--- config.mk ---
export PLATFORM = sky130hd
export DESIGN_NAME = grid_max_path_dp
export DESIGN_NICKNAME = d
export VERILOG_FILES = /design/src/hw/rtl/gmp_pkg.sv /design/src/hw/rtl/grid_max_path_dp.sv
export SDC_FILE = /design/constraint.sdc
export NUM_CORES = 2
export LEC_CHECK = 0
export ABC_AREA = 1
export BUFFER_PORTS_ARGS = -buffer_cell sky130_fd_sc_hd__buf_4
export CAP_MARGIN = 0
export CORE_MARGIN = 3
export CORE_UTILIZATION = 30
export DETAILED_ROUTE_END_ITERATION = 8
export HOLD_SLACK_MARGIN = 0.03
export PLACE_DENSITY = 0.43
export SETUP_SLACK_MARGIN = 0.5
export SKIP_CTS_REPAIR_TIMING = 1
export SLEW_MARGIN = 20
export SYNTH_ARGS = -nofsm -noshare
export SYNTH_HDL_FRONTEND = slang
export SYNTH_SLANG_ARGS = --single-unit
export TNS_END_PERCENT = 1
--- constraint.sdc ---
create_clock -name aclk -period 26.5 [get_ports aclk]
set_input_delay 5.3 -clock aclk [delete_from_list [all_inputs] [get_ports aclk]]
set_output_delay 5.3 -clock aclk [all_outputs]
set_load 0.05 [all_outputs]
--- src/hw/rtl/gmp_pkg.sv ---
// Shared constants and types for the grid maximum path block.
package gmp_pkg;

    localparam int DEF_MAX_ROWS  = 64;
    localparam int DEF_MAX_COLS  = 1024;
    localparam int DEF_CELL_BITS = 16;

    localparam int TOTAL_W    = 26;
    localparam int ROWS_CFG_W = 7;
    localparam int COLS_CFG_W = 11;
    localparam int CFG_DATA_W = 11;
    localparam int CFG_IDX_W  = 1;

    localparam logic [CFG_IDX_W-1:0] REG_ROWS_IN_USE = 1'b0;
    localparam logic [CFG_IDX_W-1:0] REG_COLS_IN_USE = 1'b1;

    typedef struct packed {
        logic first_col;
        logic top_row;
        logic last_row;
        logic last_col;
    } cell_pos_t;

endpackage

--- src/hw/rtl/grid_max_path_dp.sv ---
// Top level of the grid maximum path block: streaming column-by-column path search.
//
// Cells arrive on the s_ channel (valid/ready), column by column, top row first.
// Each cell's total is its value plus the largest of the previous column's totals
// in the rows above, level with and below it. After the last cell of the last
// column, one item carrying the largest total of that column leaves on the m_
// channel (valid/ready). Grid size comes from rows_in_use and cols_in_use,
// written over the cfg_ port, which is always ready.
//
// One cell is taken every cycle. An accepted cell is looked up in the column
// store as it enters the second stage and finished from that stage, which
// writes the result item into the output register. The stored column is
// a single-write, dual-read memory; a write to the row being read is forwarded.
// If the receiver stalls, cells keep flowing until the next grid-ending cell,
// which waits in the second stage until the output register is free; s_ready
// then drops. Reset clears the counters, the running totals and the valid
// flags of both stages and sets both sizes to one; the column store is not cleared.
module grid_max_path_dp #(
    parameter int MAX_ROWS  = gmp_pkg::DEF_MAX_ROWS,
    parameter int MAX_COLS  = gmp_pkg::DEF_MAX_COLS,
    parameter int CELL_BITS = gmp_pkg::DEF_CELL_BITS
) (
    input  logic                           aclk,
    input  logic                           aresetn,
    input  logic                           s_valid,
    output logic                           s_ready,
    input  logic [CELL_BITS-1:0]           s_cell_value,
    output logic                           m_valid,
    input  logic                           m_ready,
    output logic [gmp_pkg::TOTAL_W-1:0]    m_best_total,
    input  logic                           cfg_valid,
    output logic                           cfg_ready,
    input  logic [gmp_pkg::CFG_IDX_W-1:0]  cfg_index,
    input  logic [gmp_pkg::CFG_DATA_W-1:0] cfg_data
);
    import gmp_pkg::*;

    localparam int ROW_W = (MAX_ROWS > 1) ? $clog2(MAX_ROWS) : 1;
    localparam int COL_W = (MAX_COLS > 1) ? $clog2(MAX_COLS) : 1;
    localparam int SUM_W = ((CELL_BITS > TOTAL_W) ? CELL_BITS : TOTAL_W) + 1;

    // Configuration registers
    logic [ROWS_CFG_W-1:0] rows_cfg_reg;
    logic [COLS_CFG_W-1:0] cols_cfg_reg;

    // Position counters
    logic [ROW_W-1:0] row_cnt_reg, row_cnt_next;
    logic [COL_W-1:0] col_cnt_reg, col_cnt_next;

    // Second stage
    logic                 s1_valid_reg, s1_valid_next;
    logic [CELL_BITS-1:0] s1_cell_reg;
    logic [ROW_W-1:0]     s1_row_reg;
    cell_pos_t            s1_pos_reg, pos_next;
    logic [TOTAL_W-1:0]   mid_reg, down_reg;

    logic [TOTAL_W-1:0] held_reg, held_next;
    logic [TOTAL_W-1:0] best_reg, best_next;

    logic               m_valid_reg, m_valid_next;
    logic [TOTAL_W-1:0] m_best_reg, m_best_next;

    logic [TOTAL_W-1:0] col_mem [MAX_ROWS];

    int               rows_m1_i, cols_m1_i;
    logic [ROW_W-1:0] rows_m1, row_eff, row_dn;
    logic [COL_W-1:0] cols_m1, col_eff;

    logic               accept, s1_fire, grid_end;
    logic [TOTAL_W-1:0] up_val, down_val, nb_max, total, best_cand;
    logic [SUM_W-1:0]   sum_wide;

    assign cfg_ready = 1'b1;

    always_ff @(posedge aclk) begin
        if (!aresetn) begin
            rows_cfg_reg <= ROWS_CFG_W'(1);
            cols_cfg_reg <= COLS_CFG_W'(1);
        end else if (cfg_valid) begin
            case (cfg_index)
                REG_ROWS_IN_USE: rows_cfg_reg <= cfg_data[ROWS_CFG_W-1:0];
                REG_COLS_IN_USE: cols_cfg_reg <= cfg_data[COLS_CFG_W-1:0];
                default: ;
            endcase
        end
    end

    // Zero acts as one, values above the maximum saturate there.
    always_comb begin
        if (rows_cfg_reg == '0) begin
            rows_m1_i = 0;
        end else if (int'(rows_cfg_reg) > MAX_ROWS) begin
            rows_m1_i = MAX_ROWS - 1;
        end else begin
            rows_m1_i = int'(rows_cfg_reg) - 1;
        end
        if (cols_cfg_reg == '0) begin
            cols_m1_i = 0;
        end else if (int'(cols_cfg_reg) > MAX_COLS) begin
            cols_m1_i = MAX_COLS - 1;
        end else begin
            cols_m1_i = int'(cols_cfg_reg) - 1;
        end
        rows_m1 = ROW_W'(rows_m1_i);
        cols_m1 = COL_W'(cols_m1_i);
    end

    // A counter at or beyond the last position is taken as being at it.
    always_comb begin
        row_eff = (row_cnt_reg >= rows_m1) ? rows_m1 : row_cnt_reg;
        col_eff = (col_cnt_reg >= cols_m1) ? cols_m1 : col_cnt_reg;
        row_dn  = row_eff + ROW_W'(1);
        pos_next.first_col = (col_eff == '0);
        pos_next.top_row   = (row_eff == '0);
        pos_next.last_row  = (row_eff == rows_m1);
        pos_next.last_col  = (col_eff == cols_m1);
    end

    // Second stage arithmetic
    always_comb begin
        up_val    = s1_pos_reg.top_row ? '0 : held_reg;
        down_val  = s1_pos_reg.last_row ? '0 : down_reg;
        nb_max    = (up_val > mid_reg) ? up_val : mid_reg;
        nb_max    = (down_val > nb_max) ? down_val : nb_max;
        if (s1_pos_reg.first_col) begin
            sum_wide = SUM_W'(s1_cell_reg);
        end else begin
            sum_wide = SUM_W'(s1_cell_reg) + SUM_W'(nb_max);
        end
        total     = sum_wide[TOTAL_W-1:0];
        best_cand = (total > best_reg) ? total : best_reg;
    end

    // A grid-ending item may only finish when the output register is free.
    assign grid_end = s1_pos_reg.last_row && s1_pos_reg.last_col;
    assign s1_fire  = s1_valid_reg && !(grid_end && m_valid_reg && !m_ready);
    assign s_ready  = !s1_valid_reg || s1_fire;
    assign accept   = s_valid && s_ready;

    always_comb begin
        row_cnt_next = row_cnt_reg;
        col_cnt_next = col_cnt_reg;
        if (accept) begin
            if (pos_next.last_row && pos_next.last_col) begin
                row_cnt_next = '0;
                col_cnt_next = '0;
            end else if (pos_next.last_row) begin
                row_cnt_next = '0;
                col_cnt_next = col_eff + COL_W'(1);
            end else begin
                row_cnt_next = row_dn;
            end
        end

        s1_valid_next = accept ? 1'b1 : (s1_fire ? 1'b0 : s1_valid_reg);

        held_next    = held_reg;
        best_next    = best_reg;
        m_valid_next = m_ready ? 1'b0 : m_valid_reg;
        m_best_next  = m_best_reg;
        if (s1_fire) begin
            if (grid_end) begin
                held_next    = '0;
                best_next    = '0;
                m_valid_next = 1'b1;
                m_best_next  = best_cand;
            end else begin
                held_next = mid_reg;
                if (s1_pos_reg.last_col) begin
                    best_next = best_cand;
                end
            end
        end
    end

    always_ff @(posedge aclk) begin
        if (!aresetn) begin
            row_cnt_reg  <= '0;
            col_cnt_reg  <= '0;
            s1_valid_reg <= 1'b0;
            held_reg     <= '0;
            best_reg     <= '0;
            m_valid_reg  <= 1'b0;
        end else begin
            row_cnt_reg  <= row_cnt_next;
            col_cnt_reg  <= col_cnt_next;
            s1_valid_reg <= s1_valid_next;
            held_reg     <= held_next;
            best_reg     <= best_next;
            m_valid_reg  <= m_valid_next;
        end
    end

    always_ff @(posedge aclk) begin
        m_best_reg <= m_best_next;
        if (accept) begin
            s1_cell_reg <= s_cell_value;
            s1_row_reg  <= row_eff;
            s1_pos_reg  <= pos_next;
        end
    end

    // Column store: written by the finishing stage, read at accept. The row just
    // being written is forwarded so a short column sees the previous column's new totals.
    always_ff @(posedge aclk) begin
        if (s1_fire) begin
            col_mem[s1_row_reg] <= total;
        end
    end

    always_ff @(posedge aclk) begin
        if (accept) begin
            if (s1_fire && (s1_row_reg == row_eff)) begin
                mid_reg <= total;
            end else begin
                mid_reg <= col_mem[row_eff];
            end
            if (s1_fire && (s1_row_reg == row_dn)) begin
                down_reg <= total;
            end else begin
                down_reg <= col_mem[row_dn];
            end
        end
    end

    assign m_valid      = m_valid_reg;
    assign m_best_total = m_best_reg;

endmodule

### Word level (Yosys, flattened, before mapping)

Memory sizes are Yosys's and may differ from the RTL's. A register that Yosys moved wholly into a read port is not among the register bits.
Cells that the tools add are included.

* register bits after elaboration: 140
* memory bits (writable): 1664
* input bits: 33
* output and inout bits: 29
* word-level logic and storage cells: 79
* memories kept: 1

Memories
* col_mem: depth 64, bits a word 26, rd ports 2, clocked after Yosys merged registers in 2, wr ports 1, RTL line grid_max_path_dp.sv:63 `logic [TOTAL_W-1:0] col_mem [MAX_ROWS];`

* $add $sub $neg: 5
* order comparisons: 7
* equality and inequality tests: 2
* muxes and demuxes: 26
* bitwise gates (word level): 1
* reduce and logical (&&, ||, !) cells: 22

Operators by type and width (count)
* two-way mux 26 bit: 9
* greater-than comparator 26 bit: 3
* two-way mux 10 bit: 5
* two-way mux 6 bit: 5
* adder 16 x 26 -> 26 bit: 1
* greater-than comparator 11 bit (second input constant): 1
* logical NOT 11 bit: 1
* adder 10 x 1 -> 10 bit (second input constant): 1
* equality test 10 bit: 1
* greater-or-equal comparator 10 bit: 1
* logical NOT 10 bit: 1
* AND reduction 2 bit: 5
* subtractor 10 x 1 -> 10 bit (second input constant): 1
* greater-than comparator 7 bit (second input constant): 1
* logical NOT 7 bit: 1
* two-way mux 1 bit: 7
* adder 6 x 1 -> 6 bit (second input constant): 1
* equality test 6 bit: 1
* greater-or-equal comparator 6 bit: 1
* logical AND 1 bit: 6
* logical NOT 6 bit: 1
* nonzero test 2 bit: 3
* subtractor 6 x 1 -> 6 bit (second input constant): 1
* logical NOT 1 bit: 3
* other kinds (2): 2

### Depth between registers and ports, before layout

* depth in word-level cells: 11
* depth in mapped cells: 61
* gate-level depth less buffers: 55

### Worst setup path before layout

No wires, ideal clock.

* path kind: input to output
* from: input m_ready
* to: output s_ready
* data arrival time: 5.875 ns
* data required time: 21.200 ns
* setup slack: 15.325 ns
* stages: 2
* buffers on the path: 0
* cells stage by stage: nor2_1 nand3_1

* longest elaborated chain between the ends: 5

RTL lines
* start, declared: RTL line grid_max_path_dp.sv:29 `input logic m_ready,`
* logical NOT 1 bit: RTL line grid_max_path_dp.sv:136 `assign s1_fire = s1_valid_reg && !(grid_end && m_valid_reg && !m_ready);`
* logical AND 1 bit: RTL line grid_max_path_dp.sv:136
* logical NOT 1 bit: RTL line grid_max_path_dp.sv:136
* logical AND 1 bit: RTL line grid_max_path_dp.sv:136
* logical OR 1 bit: RTL line grid_max_path_dp.sv:137 `assign s_ready = !s1_valid_reg || s1_fire;`
* end, declared: RTL line grid_max_path_dp.sv:26 `output logic s_ready,`

Every way passes these cells.

### Final worst setup path

* from: register s1_pos_reg[2] (netlist bit)
* to: register best_reg[1]

* longest elaborated chain between the ends: 11

RTL lines
* start, declared: RTL line grid_max_path_dp.sv:54 `cell_pos_t s1_pos_reg, pos_next;`
* start signal, assigned: RTL line grid_max_path_dp.sv:199 `s1_pos_reg <= pos_next;`
* two-way mux 26 bit *: RTL line grid_max_path_dp.sv:121 `up_val = s1_pos_reg.top_row ? '0 : held_reg;`
* greater-than comparator 26 bit: RTL line grid_max_path_dp.sv:123 `nb_max = (up_val > mid_reg) ? up_val : mid_reg;`
* two-way mux 26 bit *: RTL line grid_max_path_dp.sv:123
* greater-than comparator 26 bit: RTL line grid_max_path_dp.sv:124 `nb_max = (down_val > nb_max) ? down_val : nb_max;`
* two-way mux 26 bit *: RTL line grid_max_path_dp.sv:124
* adder 16 x 26 -> 26 bit *: RTL line grid_max_path_dp.sv:128 `sum_wide = SUM_W'(s1_cell_reg) + SUM_W'(nb_max);`
* two-way mux 26 bit *: RTL line grid_max_path_dp.sv:125 `if (s1_pos_reg.first_col) begin`
* named net sum_wide[24]: RTL line grid_max_path_dp.sv:71 `logic [SUM_W-1:0] sum_wide;`
* greater-than comparator 26 bit *: RTL line grid_max_path_dp.sv:131 `best_cand = (total > best_reg) ? total : best_reg;`
* two-way mux 26 bit *: RTL line grid_max_path_dp.sv:131
* named net best_cand[1]: RTL line grid_max_path_dp.sv:70 `logic [TOTAL_W-1:0] up_val, down_val, nb_max, total, best_cand;`
* two-way mux 26 bit *: RTL line grid_max_path_dp.sv:169 `if (s1_pos_reg.last_col) begin`
* two-way mux 26 bit *: RTL line grid_max_path_dp.sv:162 `if (grid_end) begin`
* end signal, assigned: RTL line grid_max_path_dp.sv:189 `best_reg <= best_next;`
* end, declared: RTL line grid_max_path_dp.sv:58 `logic [TOTAL_W-1:0] best_reg, best_next;`

Mark *: on every way through the listed nets, which the timed path passes. The rest lies on a longest branch. The select of a mux whose other input is x is not followed.
A chain may end at the register's enable or synchronous reset.

==> metrics.txt <==
Total GRT Usage=23.4%; cell taking the most area after synthesis=edfxtp_1; Synth Register Bits=1856; Setup violations, final=0; Core Region=316000 µm²; H-tree depth=4; Placer Congestion=0.859; placed wire-length estimate=221 mm; Longest Clk Path Bufs=4; Setup WS pre-CTS=13.71 ns; Worst setup EP type=register; die height=570 µm; DRC=0; Initial Utilization=30.2%; Via density=5.55; Final Net Count=10100; post-synth cell types=53; Worst EP arrival=13.47 ns; die boundary width=570 µm; status=completed; Mapped Cells=10300; CTS Buf Count=219; Worst Path Required=27.31 ns; warnings from Yosys=0; Routed Antenna Nets=0; Synth Net Count=10400; fin crit period=12.66 ns; max reg flops=1664; hold crit path type=register to register; Slew Limit Fails=0; final core occ=33.7%; Synth Cell Area=95400 µm²; Most flops, register=col_mem; drt pass-1 iters=6; clock skew=0.0794 ns; clk_lat worst skew=0.93 ns; Post-synth EDFFs=1768; Area Overhead vs Synth=11.6%; Ports=62; Fmax=79.0 MHz; RSZ-0062 raised after global routing=false; first-pass GRT wire length=552 mm; max capacitance violation total=0; Placed Area=100000 µm²; via count=79500; CP peak stage delay=0.88 ns; fin area=107000 µm²; CTS tree=done; ys async rst share=0%; CP delay by family, top=simple AND/OR/NAND/NOR gates; Worst-Margin Slew=1.11 ns; Final Hold Vio Count=0; PortBufs=60; Buf/Inv on CP=10; ys flop type=edfxtp_1; largest net degree at the start of global routing=277; top post-synthesis cells by area=edfxtp_1, nand2_1, nand3_1; slew margin rel.=26.2%; Post-Route WL=392 mm; period utilization=47.8%; Root Driver=clkbuf_16; Initial DRC Count=8653; Yosys top cell area share=55.6%; Routed WL per cell=27.4 µm; worst setup margin=13.84 ns; total grt overflow=0; layout cells sized above 1=6.88%; CP startpoint kind=register; CP max stage cell=edfxtp_1; Syn Area/Cell=9.27 µm²; post-synthesis sequential area ratio=57.5%; initial antenna violation count=17; Max FO, Critical Path=65; Critical Path Most Common Cell=nand2_1; total die area=325000 µm²; Clk pin slew, worst setup/hold paths=0.06 ns; Crit Path Category=register to register; vias in the first global route=73800; clock sink total=1856; Cell Rows=206; Fin Setup TNS=0 ns
synth_stat cells, types with 52 or more instances:
| cell | instances |
|---|---|
| nand2_1 | 2106 |
| edfxtp_1 | 1768 |
| nand3_1 | 1144 |
| o21ai_0 | 1107 |
| nor2_1 | 941 |
| o211ai_1 | 691 |
| inv_1 | 663 |
| a21oi_1 | 427 |
| clkbuf_1 | 396 |
| buf_2 | 303 |
| o22ai_1 | 141 |
| ha_1 | 118 |
| dfxtp_1 | 88 |
| o221ai_1 | 83 |
| o21ai_1 | 59 |
| buf_1 | 52 |
final timing paths:
kind                                   from                         to  slack, ns  cells past startpoint
setup reg to reg    s1_pos_reg[2]$_DFFE_PP_   best_reg[1]$_SDFFE_PN0P_      13.84                     47
setup / recovery    s1_pos_reg[2]$_DFFE_PP_   best_reg[1]$_SDFFE_PN0P_      13.84                     47
hold reg to reg   held_reg[25]$_SDFFE_PN0P_  held_reg[25]$_SDFFE_PN0P_       0.46                      2
hold / removal    held_reg[25]$_SDFFE_PN0P_  held_reg[25]$_SDFFE_PN0P_       0.46                      2
worst reg2reg max path: cells and delay by family (launching register included):
family | cells | cell delay (ns)
AOI/OAI and AO/OA | 8 | 2.69
adders and majority gates | 4 | 1.47
buffers and inverters | 10 | 3.55
DFF | 1 | 0.88
and+or+nand+nor | 25 | 4.00
layer usage:
layer	wire length, µm	GRT usage, %	share of wire (%)
met2	168000	35.1	43
met1	176000	33.6	45
met5	28	0	0.0071
met3	31100	3.55	7.9
met4	17200	9.52	4.4
layout by cell type (no fill, tap or decap), types with 65 or more instances in the layout:
master | netlist | layout
ha_1 | 118 | 117
o21ai_0 | 1107 | 1104
nand3_1 | 1144 | 1144
inv_1 | 663 | 638
edfxtp_1 | 1768 | 1768
a21oi_1 | 427 | 427
nand2_1 | 2106 | 2104
o221ai_1 | 83 | 83
o22ai_1 | 141 | 141
o211ai_1 | 691 | 691
dfxtp_1 | 88 | 88
nor2_1 | 941 | 876
buf_4 | 25 | 257
nor2_4 | 1 | 65
clkbuf_16 | 0 | 221
cell type report:
class	count	area (µm²)
Antenna cell	11	27.5
Clock buffer	279	5760
Clock inverter	99	718
Fill cell	31700	209000
Inverter	686	2640
Multi-Input combinational cell	6963	35100
Sequential cell	1856	54900
Tap cell	4160	5200
Timing Repair Buffer	270	2190
metrics by stage:
stage	hold WS, ns	std cells
3_5_place_dp	0.454	13900
5_1_grt	0.479	14300
6_report	0.463	14300
3_3_place_gp	0.450	13900
2_1_floorplan	0.441	10300
4_1_cts	0.464	14300
logic make-up after synthesis:
| group | Yosys count | share of synthesized area (%) |
|---|---|---|
| buffers and inverters | 1469 | 6.33 |
| AND/OR/NAND/NOR | 4263 | 18.5 |
| XOR/XNOR | 25 | 0.245 |
| flip-flops | 1856 | 57.5 |
| other | 1 | 0.00393 |
| AO/OA/AOI/OAI | 2555 | 15.9 |
| adder cells (fa/ha/maj) | 119 | 1.57 |
Power is not shown: default switching activity piles up to over one toggle a cycle in this logic, so the estimate is an artifact.
